`config.mk`:
```
export PLATFORM = sky130hd
export DESIGN_NAME = bf3_queue
export DESIGN_NICKNAME = d
export VERILOG_FILES = /design/src/design/box_filter_3x3_edge_clamped_top_defines.svh /design/src/design/bf3_pkg.sv /design/src/design/bf3_queue.sv
export SDC_FILE = /design/constraint.sdc
export NUM_CORES = 1
export LEC_CHECK = 0
export BUFFER_PORTS_ARGS = -buffer_cell sky130_fd_sc_hd__buf_2
export CAP_MARGIN = 20
export CORE_AREA = 2 2 39 41
export DETAILED_ROUTE_END_ITERATION = 16
export DIE_AREA = 0 0 41 43
export GPL_ROUTABILITY_DRIVEN = 0
export PLACE_DENSITY = 0.59
export SLEW_MARGIN = 10
export SYNTH_ARGS = -nofsm -noshare
export SYNTH_HDL_FRONTEND = slang
export SYNTH_SLANG_ARGS = --single-unit
export TNS_END_PERCENT = 30
```
`constraint.sdc`:
```
create_clock -name clk -period 3.3 [get_ports clk]
set_clock_uncertainty 0.2 [all_clocks]
set_input_delay 0 -clock clk [delete_from_list [all_inputs] [get_ports clk]]
set_output_delay 0 -clock clk [all_outputs]
set_load 0.02 [all_outputs]
```
`src/design/box_filter_3x3_edge_clamped_top_defines.svh`:
```
// Assertion macros for the box filter top level.
`ifndef BOX_FILTER_3X3_EDGE_CLAMPED_TOP_DEFINES_SVH
`define BOX_FILTER_3X3_EDGE_CLAMPED_TOP_DEFINES_SVH

// Check cons in the same cycle as ante.
`define BF3_CHECK_NOW(label, ante, cons) \
	label: assert property (@(posedge clk) disable iff (!arst_n) (ante) |-> (cons)) \
		else $error("bf3 check failed");

// Check cons in the cycle after ante.
`define BF3_CHECK_NEXT(label, ante, cons) \
	label: assert property (@(posedge clk) disable iff (!arst_n) (ante) |=> (cons)) \
		else $error("bf3 check failed");

`endif

```
`src/design/bf3_pkg.sv`:
```
// Shared types and constants of the 3x3 box filter.
`default_nettype none

package bf3_pkg;

	localparam int MAX_DIM_DEFAULT      = 1024;
	localparam int CHANNEL_BITS_DEFAULT = 16;
	localparam int FIELD_W              = 16;
	localparam int CFG_W                = 11;
	localparam int DIM_RESET_VALUE      = 64;
	localparam int QUEUE_DEPTH          = 4;

	typedef enum logic {
		CMD_PIXEL = 1'b0,
		CMD_DRAIN = 1'b1
	} cmd_t;

	typedef enum logic [1:0] {
		DIV_ONE  = 2'd0,
		DIV_FOUR = 2'd1,
		DIV_SIX  = 2'd2,
		DIV_NINE = 2'd3
	} div_t;

	typedef struct packed {
		logic emit;
		logic last;
		logic top_ok;
		logic bot_ok;
		logic left_ok;
		logic right_ok;
		div_t div;
	} ctl_t;

	typedef struct packed {
		logic full;
		logic empty;
	} q_stat_t;

endpackage

`default_nettype wire

```
`src/design/bf3_queue.sv`:
```
// Request queue between the front classifier and the back filter pipeline.
`default_nettype none

module bf3_queue #(
	parameter int WIDTH = 1,
	parameter int DEPTH = bf3_pkg::QUEUE_DEPTH
) (
	input  logic              clk,
	input  logic              arst_n,
	input  logic              push,
	input  logic [WIDTH-1:0]  push_data,
	input  logic              pop,
	output logic [WIDTH-1:0]  pop_data,
	output bf3_pkg::q_stat_t  stat
);
	import bf3_pkg::*;

	localparam int PTR_W = (DEPTH > 1) ? $clog2(DEPTH) : 1;
	localparam int CNT_W = $clog2(DEPTH + 1);

	logic [WIDTH-1:0] slot_q [DEPTH];
	logic [PTR_W-1:0] rd_q;
	logic [PTR_W-1:0] wr_q;
	logic [CNT_W-1:0] count_q;

	assign pop_data   = slot_q[rd_q];
	assign stat.full  = (count_q == CNT_W'(DEPTH));
	assign stat.empty = (count_q == '0);

	always_ff @(posedge clk) begin
		if (push) begin
			slot_q[wr_q] <= push_data;
		end
	end

	always_ff @(posedge clk or negedge arst_n) begin
		if (!arst_n) begin
			rd_q    <= '0;
			wr_q    <= '0;
			count_q <= '0;
		end else begin
			if (push) begin
				wr_q <= (wr_q == PTR_W'(DEPTH - 1)) ? '0 : wr_q + 1'b1;
			end
			if (pop) begin
				rd_q <= (rd_q == PTR_W'(DEPTH - 1)) ? '0 : rd_q + 1'b1;
			end
			case ({push, pop})
				2'b10:   count_q <= count_q + 1'b1;
				2'b01:   count_q <= count_q - 1'b1;
				default: count_q <= count_q;
			endcase
		end
	end

endmodule

`default_nettype wire

```
==> flow_summary_export.csv <==
group,metric,value,unit
cts,clk_pin_slew,0.07,ns
detailed_routing,drtAntennaViolNets,0,
critical_path,cp_slowest_cell,"dlygate4sd3_1",
critical_path,rr_worst_depth,5,
layout,nFillCells,118,
floorplan,num_rows,14,
yosys,yosysSeqAreaShare,52.4,%
critical_path,cp_max_fo,8,
yosys,netlist_top_cells_area,"dfrtp_1, edfxtp_1, ha_1",
cts,cts_root_buffer,"clkbuf_4",
yosys,syn_nets,55,
cts,clkSinkCount,11,
cts,cts_made_buffers,3,
layout,n_antenna_cell,0,
sta,fin_hold_ws,0.298,ns
floorplan,dieWidth,41,um
yosys,synth_area_per_cell,13.1,um2
critical_path,r2r_end,"count_q[2]",
critical_path,crit_end,"count_q[2]",
floorplan,die_h,43,um
global_route,grt_usage,12.5,%
global_route,antenna_found_initial,0,
sta,worst_pin_slew,0.365,ns
detailed_routing,finalWirelength,820,um
yosys,yosys_warnings,0,
cts,cts_tree,"yes",
detailed_routing,drc,0,
global_route,overflow,0,
sta,hold_viol_final,0,
critical_path,endpoint_kind,"flop",
cts,ctsResizeCount,0,
global_route,grt_pass1_vias,358,
global_route,grt_start_max_net_pins,9,
sta,finalSetupTns,0,ns
floorplan,io-pin-count,8,
power,ir_drop,0.303,mV
sta,fmax,0.562,GHz
critical_path,start_kind,"input port",
layout,final_layout_size_suffix_gt1_share,30.5,%
detailed_routing,dr.pass1.iters,4,
global_route,grt_pass1_wl,1410,um
yosys,synth_top_area_share,31.1,%
critical_path,r2r-start,"count_q[0]",
sta,post-route-period-util,53.9,%
critical_path,path_common_cell,"xor2_1",
detailed_routing,viasPerCell,4.53,
critical_path,cp.arrival,1.76,ns
layout,areaGrowthSynthToFinish,23.3,%
detailed_routing,via_count,340,
cts,cts.path.max_buffers,2,
sta,rsz0062_at_grt,"no",
critical_path,max_stage_delay,0.52,ns
critical_path,critPathTopFamily,"buffers and inverters",
power,power.density,753,nW/um2
detailed_routing,route.detailed.wl_per_inst,10.9,um
place,io_buffers,7,
critical_path,cp.depth,9,
yosys,ys_ff_latch,11,
place,dp.final_hpwl,649,um
layout,finalNetCount,72,
cts,clk_latency,0.26,ns
floorplan,fp.dieArea,1760,um2
sta,slew_headroom,75.6,%
sta,slew_violations,0,
sta,period_minus_slack,1.78,ns
sta,finalSetupViolations,0,
job,cap_violations,0,
cts,h-tree-depth,1,
critical_path,crit_buf_inv,4,
yosys,synth.distinct_cells,18,
critical_path,critPathLaunch,"push",
floorplan,core,1380,um2
detailed_routing,first_iter_violations,9,
outcome,outcome,"finished, final reports clean",
yosys,synthesis.area,563,um2
critical_path,rrSetupSlack,1.71,ns
critical_path,crit_required,3.28,ns
yosys,syn_inst,43,
critical_path,path_cells,"dlygate4sd3_1 > buf_2 > inv_2 > ha_1 > inv_1 > fa_1 > xor2_1 > nor2_1 > xor2_1",
yosys,yosysTopAreaCell,"dfrtp_1",
worst_hold_path,hold_class,"in2reg",
floorplan,initial_core_util,40.7,%
layout,layout_common_cells,"dfrtp_1, buf_2, ha_1",
critical_path,critPathKind,"in2reg",
power,power_leakage,0.330,nW
-- per-layer routing --
metal	track usage, %	wire length (um)
met2	18.8	407
met5	0	0
met3	3.14	25
met1	15.0	386
met4	8.00	0
-- worst register-to-register path: stages, from the launching register on --
cell and delay [ns]:
dfrtp_1 0.38, inv_1 0.08, fa_1 0.43, xor2_1 0.15, nor2_1 0.11, xor2_1 0.17
-- sequential cells by signal, summed over array words and instances, names as in the netlist --
signal / cells
slot_q: 4
rd_q: 2
wr_q: 2
count_q: 3
-- metrics by stage --
stage / area, um2 / power [W] / utilization [%] / std cells / setup WS (ns)
5_1_grt: 694 / 0.000580 / 50.2 / 75 / 1.42
4_1_cts: 694 / 0.000532 / 50.2 / 75 / 1.51
6_report: 694 / 0.000523 / 50.2 / 75 / 1.52
3_3_place_gp: 618 / 0.000425 / 44.7 / 66 / 1.78
2_1_floorplan: 563 / 0.000381 / - / 43 / 1.80
3_5_place_dp: 618 / 0.000436 / 44.7 / 66 / 1.71
-- synthesized netlist by cell type, drive strengths merged --
master and instances:
dfrtp 7, ha 6, inv 6, and2 4, edfxtp 4, mux2 2, nor2 2, o21ai 2
xor2 2, and3 1, fa 1, mux2i 1, mux4 1, nand2 1, nor3 1, or3 1
xnor2 1
-- worst min-delay path by stage --
stage	start	to	depth (start not counted)
after CTS	push_data	slot_q[1]	2
after floorplan	arst_n	count_q[0]	0
after global placement	arst_n	rd_q[0]	1
after detailed placement	arst_n	rd_q[1]	1
after global routing	push_data	slot_q[1]	2
final	push_data	slot_q[1]	2
-- kinds of logic (layout without fill, tap and decap cells) --
group / after synthesis / count (layout) / share of synthesized area, %
AO/OA/AOI/OAI: 2 / 2 / 1.78
XOR/XNOR: 3 / 3 / 4.67
adder cells (fa/ha/maj): 7 / 7 / 16.9
buffers and inverters: 6 / 22 / 4.00
flip-flops: 11 / 11 / 52.4
multiplexers: 4 / 4 / 9.78
AND/OR/NAND/NOR: 10 / 10 / 10.4
-- area by class of cell --
class,instances,area [um2],share of cell area [%]
clock buffers,4,26.3,3.78
inverters,6,22.5,3.24
flip-flops and latches,11,295,42.5
well taps,16,20.0,2.88
multi-input cells,26,245,35.3
repair buffers,12,85.1,12.3
-- timing repair --
item,in CTS,in global routing
hold endpoints to repair,21,0
setup buffers,0,0
hold buffers,5,0
-- power breakdown --
group	internal, W	total [W]	switching [W]	leakage (nW)
Clock	0.0000467	0.0000904	0.0000437	0.0150
Combinational	0.0000986	0.000199	0.000100	0.195
Sequential	0.000195	0.000234	0.0000394	0.120
No activity file was read; power rests on OpenSTA's default activity.
