--- config.mk ---
export PLATFORM = sky130hd
export DESIGN_NAME = bf3_front
export DESIGN_NICKNAME = d
export VERILOG_FILES = /design/src/design/box_filter_3x3_edge_clamped_top_defines.svh /design/src/design/bf3_pkg.sv /design/src/design/bf3_front.sv
export SDC_FILE = /design/constraint.sdc
export NUM_CORES = 1
export LEC_CHECK = 0
export ABC_AREA = 0
export BUFFER_PORTS_ARGS = -buffer_cell sky130_fd_sc_hd__buf_2
export CORE_MARGIN = 4
export CORE_UTILIZATION = 55
export CTS_CLUSTER_SIZE = 30
export DETAILED_ROUTE_END_ITERATION = 6
export HOLD_SLACK_MARGIN = 0.05
export MAX_ROUTING_LAYER = met4
export PLACE_DENSITY_LB_ADDON = 0.3
export SLEW_MARGIN = 20
export SYNTH_ARGS = -nofsm -noshare
export SYNTH_HDL_FRONTEND = slang
export SYNTH_SLANG_ARGS = --single-unit
--- constraint.sdc ---
create_clock -name clk -period 5.5 [get_ports clk]
set_input_delay 0.55 -clock clk [delete_from_list [all_inputs] [get_ports clk]]
set_output_delay 0.55 -clock clk [all_outputs]
set_load 0.01 [all_outputs]
--- src/design/box_filter_3x3_edge_clamped_top_defines.svh ---
// Assertion macros for the box filter top level.
`ifndef BOX_FILTER_3X3_EDGE_CLAMPED_TOP_DEFINES_SVH
`define BOX_FILTER_3X3_EDGE_CLAMPED_TOP_DEFINES_SVH

// Check cons in the same cycle as ante.
`define BF3_CHECK_NOW(label, ante, cons) \
	label: assert property (@(posedge clk) disable iff (!arst_n) (ante) |-> (cons)) \
		else $error("bf3 check failed");

// Check cons in the cycle after ante.
`define BF3_CHECK_NEXT(label, ante, cons) \
	label: assert property (@(posedge clk) disable iff (!arst_n) (ante) |=> (cons)) \
		else $error("bf3 check failed");

`endif

--- src/design/bf3_pkg.sv ---
// Shared types and constants of the 3x3 box filter.
`default_nettype none

package bf3_pkg;

	localparam int MAX_DIM_DEFAULT      = 1024;
	localparam int CHANNEL_BITS_DEFAULT = 16;
	localparam int FIELD_W              = 16;
	localparam int CFG_W                = 11;
	localparam int DIM_RESET_VALUE      = 64;
	localparam int QUEUE_DEPTH          = 4;

	typedef enum logic {
		CMD_PIXEL = 1'b0,
		CMD_DRAIN = 1'b1
	} cmd_t;

	typedef enum logic [1:0] {
		DIV_ONE  = 2'd0,
		DIV_FOUR = 2'd1,
		DIV_SIX  = 2'd2,
		DIV_NINE = 2'd3
	} div_t;

	typedef struct packed {
		logic emit;
		logic last;
		logic top_ok;
		logic bot_ok;
		logic left_ok;
		logic right_ok;
		div_t div;
	} ctl_t;

	typedef struct packed {
		logic full;
		logic empty;
	} q_stat_t;

endpackage

`default_nettype wire

--- src/design/bf3_front.sv ---
// Front end: image size register, stream position and classification of each request.
`default_nettype none

module bf3_front #(
	parameter int MAX_DIM      = bf3_pkg::MAX_DIM_DEFAULT,
	parameter int CHANNEL_BITS = bf3_pkg::CHANNEL_BITS_DEFAULT
) (
	input  logic                          clk,
	input  logic                          arst_n,
	input  logic                          cfg_valid,
	output logic                          cfg_ready,
	input  logic [bf3_pkg::CFG_W-1:0]     image_dim,
	input  logic                          in_valid,
	output logic                          in_ready,
	input  logic                          command,
	input  logic [bf3_pkg::FIELD_W-1:0]   red_in,
	input  logic [bf3_pkg::FIELD_W-1:0]   green_in,
	input  logic [bf3_pkg::FIELD_W-1:0]   blue_in,
	input  logic                          q_full,
	output logic                          push,
	output logic [3*CHANNEL_BITS-1:0]     push_pix,
	output logic [$clog2(MAX_DIM)-1:0]    push_col,
	output bf3_pkg::ctl_t                 push_ctl
);
	import bf3_pkg::*;

	localparam int AW      = $clog2(MAX_DIM);
	localparam int DW      = $clog2(MAX_DIM + 2);
	localparam int CW      = (DW > CFG_W) ? DW : CFG_W;
	localparam int DIM_RST = (DIM_RESET_VALUE > MAX_DIM) ? MAX_DIM : DIM_RESET_VALUE;

	logic [DW-1:0] dim_q;
	logic [DW-1:0] tr_q;
	logic [AW-1:0] tc_q;
	logic [DW-1:0] dim_new;
	logic [CW-1:0] cfg_ext;
	logic [DW-1:0] dm1;
	logic [DW-1:0] pr;
	logic [AW-1:0] pc;
	logic          col_wrap;
	logic          row_end;
	logic          frame_end;
	logic          cfg_take;

	assign cfg_ready = 1'b1;
	assign cfg_take  = cfg_valid && cfg_ready;
	assign in_ready  = !q_full;
	assign push      = in_valid && in_ready;
	assign push_col  = tc_q;
	assign push_pix  = (command == CMD_DRAIN) ? '0 :
		{red_in[CHANNEL_BITS-1:0], green_in[CHANNEL_BITS-1:0], blue_in[CHANNEL_BITS-1:0]};

	always_comb begin
		cfg_ext = CW'(image_dim);
		if (cfg_ext == '0) begin
			dim_new = DW'(1);
		end else if (cfg_ext > CW'(MAX_DIM)) begin
			dim_new = DW'(MAX_DIM);
		end else begin
			dim_new = DW'(cfg_ext);
		end
	end

	always_comb begin
		dm1       = dim_q - 1'b1;
		col_wrap  = (tc_q == '0);
		row_end   = (DW'(tc_q) == dm1);
		frame_end = (tr_q == dim_q + 1'b1);
		pr        = col_wrap ? tr_q - DW'(2) : tr_q - 1'b1;
		pc        = col_wrap ? AW'(dm1) : tc_q - 1'b1;

		push_ctl.emit     = (tr_q >= DW'(2)) || ((tr_q == DW'(1)) && !col_wrap);
		push_ctl.top_ok   = (pr != '0);
		push_ctl.bot_ok   = (pr != dm1);
		push_ctl.left_ok  = (pc != '0);
		push_ctl.right_ok = (DW'(pc) != dm1);
		push_ctl.last     = (pr == dm1) && (DW'(pc) == dm1);

		if (dim_q == DW'(1)) begin
			push_ctl.div = DIV_ONE;
		end else begin
			case ({push_ctl.top_ok && push_ctl.bot_ok, push_ctl.left_ok && push_ctl.right_ok})
				2'b00:   push_ctl.div = DIV_FOUR;
				2'b11:   push_ctl.div = DIV_NINE;
				default: push_ctl.div = DIV_SIX;
			endcase
		end
	end

	always_ff @(posedge clk or negedge arst_n) begin
		if (!arst_n) begin
			dim_q <= DW'(DIM_RST);
			tr_q  <= '0;
			tc_q  <= '0;
		end else if (cfg_take) begin
			dim_q <= dim_new;
			tr_q  <= '0;
			tc_q  <= '0;
		end else if (push) begin
			if (frame_end) begin
				tr_q <= '0;
				tc_q <= '0;
			end else if (row_end) begin
				tr_q <= tr_q + 1'b1;
				tc_q <= '0;
			end else begin
				tc_q <= tc_q + 1'b1;
			end
		end
	end

endmodule

`default_nettype wire

==> metrics.yaml <==
vias: 4094
fin_util_pct: 68.3
cts_made_buffers: 5
grt_max_degree: 49
viasPerCell: 6.10
pwr-share-comb_pct: 42.7
final_layout_size_suffix_gt1_share_pct: 25.8
post_drt_wl_per_cell_um: 18.6
pwr-share-seq_pct: 31.1
switching_share_pct: 39.7
ys.warnings.count: 0
crit_path_start_kind: "flip-flop"
path_class: "reg2out"
synth_edf_count: 0
yosysTopAreaCell: "dfrtp_1"
synth-seq-cells: 32
antenna_found_initial: 0
num_rows: 29
cts_hold_buf: 0
yosysTopAreaCellShare_pct: 21.0
start_util_pct: 57.6
required_ns: 4.95
relSlewSlack_pct: 33.5
hold_viol: 0
crit_chain: "inv_1 -> ha_1 -> or3b_2 -> nor4_4 -> mux2i_1 -> nor4_2 -> xnor2_1 -> xor2_1 -> or4_4 -> nand2_1 -> ha_1 -> nor2_1 -> buf_2"
yosysUniqueCellTypes: 67
clock_latency_ns: 0.30
synthFlopType: "dfrtp_1"
async_reset_ff_share_pct: 100
power.switching_mw: 0.353
numPortBuffers: 132
hpwlAfterDp_um: 9590
end_kind: "output port"
fin_tns_setup_ns: 0
p_per_area_nw_per_um2: 203
nets: 670
crit_fanout: 8
syn_area_um2: 3700
grt-ovfl-total: 0
worst-slew-pin-transition_ns: 0.972
cp_slowest_cell: "or4_4"
slew_viol_final: 0
first_iter_violations: 360
cts_tree: "done"
clock.fmax_mhz: 220
gp_congestion: 0.939
pwr-share-clk_pct: 26.2
cap_viol_max_count: 0
avgSynthCellArea_um2: 7.50
dieArea_um2: 8100
status: "finished clean"
path_delay_family: "simple AND/OR/NAND/NOR gates"
cts.clk_slew.worst_paths_ns: 0.08
first_pass_iters: 5
ys_seq_area_share_pct: 21.7
synthesis.nets: 570
setup_viol: 0
p_leak_nw: 1.99
path_common_cell: "ha_1"
cts.sinks: 32
routed_wl_um: 12500
hold_class: "in2async"
p_int_mw: 0.537
cts-resized-gates: 0
clockBufferDepth: 2
postCtsSetupRepairBufs: 0
synthCells: 493
grt_usage_pct: 30.8
cp_num_buf_inv: 2
fp.coreArea_um2: 6420
htreeDepth: 2
fin_skew_ns: 0.00989
cpPeakStageDelay_ns: 0.55
antenna_left: 0
io_pins: 134
synth_common_cells: "nor2b_1 (54), xnor2_1 (41), nand2_1 (37)"
fin_crit_sh_pct: 82.6
rsz0062_at_grt: "no"
die_w_um: 90.0
cts_root_buf: "clkbuf_8"
antenna_cells: 0
post-synth-top-count-cell: "nor2b_1"
crit_arrival_ns: 3.99
drc: 0
synthTopCellsByArea: "dfrtp_1 (21%), xnor2_1 (9.7%), nor2b_1 (9.1%)"
grt_pass1_vias: 3896
syn2layout_area_growth_pct: 18.6
grt_pass1_wl_um: 20300
peakVddDrop_mv: 0.105
finalCriticalPeriod_ns: 4.54
dieHeight_um: 90.0
## cells in the final DEF, fill, tap and decap left out, types with 2 or more instances in the layout
master	instances
o211ai_1	3
o311ai_0	2
a32oi_1	2
clkbuf_8	5
and4_1	3
nor3b_1	4
o22ai_1	10
xor2_1	25
or4_4	2
a211oi_1	3
nor4_1	13
or4_1	6
o21ai_1	3
o2111ai_1	4
mux2i_1	3
nor2_1	33
inv_1	28
ha_1	12
a311o_1	2
and2_1	6
nand3_1	14
o21ai_0	16
o31ai_1	6
a31oi_1	7
nand4_1	15
xnor2_1	41
dfrtp_1	31
nor2b_1	54
nand2_1	37
a21oi_1	17
buf_2	132
nand3b_1	2
nor3_1	15
and3_1	4
## metal layers
metal  vias up  global-route usage (%)  share of wire (%)
met3        26                    5.01                7.8
li1       1921                       -                  -
met4         0                    8.93                1.9
met5         -                       -                  0
met1      1940                    41.3                 43
met2       207                    48.0                 47
## path summary, 6_finish.rpt
path                              start     endpoint  slack (ns)  cells past startpoint
max in group asynchronous        arst_n  push_col[3]        4.68                      1
min reg2reg                    tr_q[10]     tr_q[10]        0.57                      1
min                              arst_n      tr_q[9]        0.33                      1
max reg2reg                    dim_q[0]      tr_q[1]        1.46                      9
min in group clk           image_dim[8]     dim_q[8]        0.48                      3
max                         push_col[0]  push_ctl[0]        0.96                     13
## state kept, by name, summed over array words and instances (netlist names)
name,count
tr_q,11
dim_q,11
push_col,10
## through the flow
step | instance area (um2) | setup slack (ns) | power (mW) | hold WS [ns] | std cells
after floorplan | 3700 | 1.65 | 0.538 | 0.254 | 493
after global placement | 4280 | 1.48 | 0.648 | 0.546 | 663
after detailed placement | 4280 | 1.36 | 0.652 | 0.551 | 663
after CTS | 4390 | 0.973 | 0.882 | 0.357 | 671
after global routing | 4390 | 0.713 | 0.936 | 0.390 | 671
final | 4390 | 0.958 | 0.891 | 0.327 | 671
## kinds of logic after synthesis
logic type                 Yosys count  share of synthesized area (%)
and+or+nand+nor                    221                           33.8
AOI/OAI and AO/OA                   88                           15.7
buffers and inverters               69                           7.88
xor gates and xnor gates            66                           15.6
DFF                                 32                           21.7
adders and majority gates           12                           4.06
muxes                                4                           1.12
other                                1                          0.101
## area by class of cell
cell class	count	area, um2
Inverter	29	109
Sequential cell	32	802
Fill cell	565	2030
Multi-Input combinational cell	392	2610
Tap cell	77	96.3
Timing Repair Buffer	133	668
Clock inverter	2	35.0
Clock buffer	6	72.6
## power by group through the flow
stage | combinational (mW) | sequential [mW] | clock [mW]
finish | 0.380 | 0.277 | 0.233
global route | 0.413 | 0.279 | 0.243
floorplan | 0.278 | 0.260 | 0
global placement | 0.370 | 0.279 | 0
detailed placement | 0.371 | 0.280 | 0
CTS | 0.375 | 0.276 | 0.232
Power figures use the tool's default switching activity.
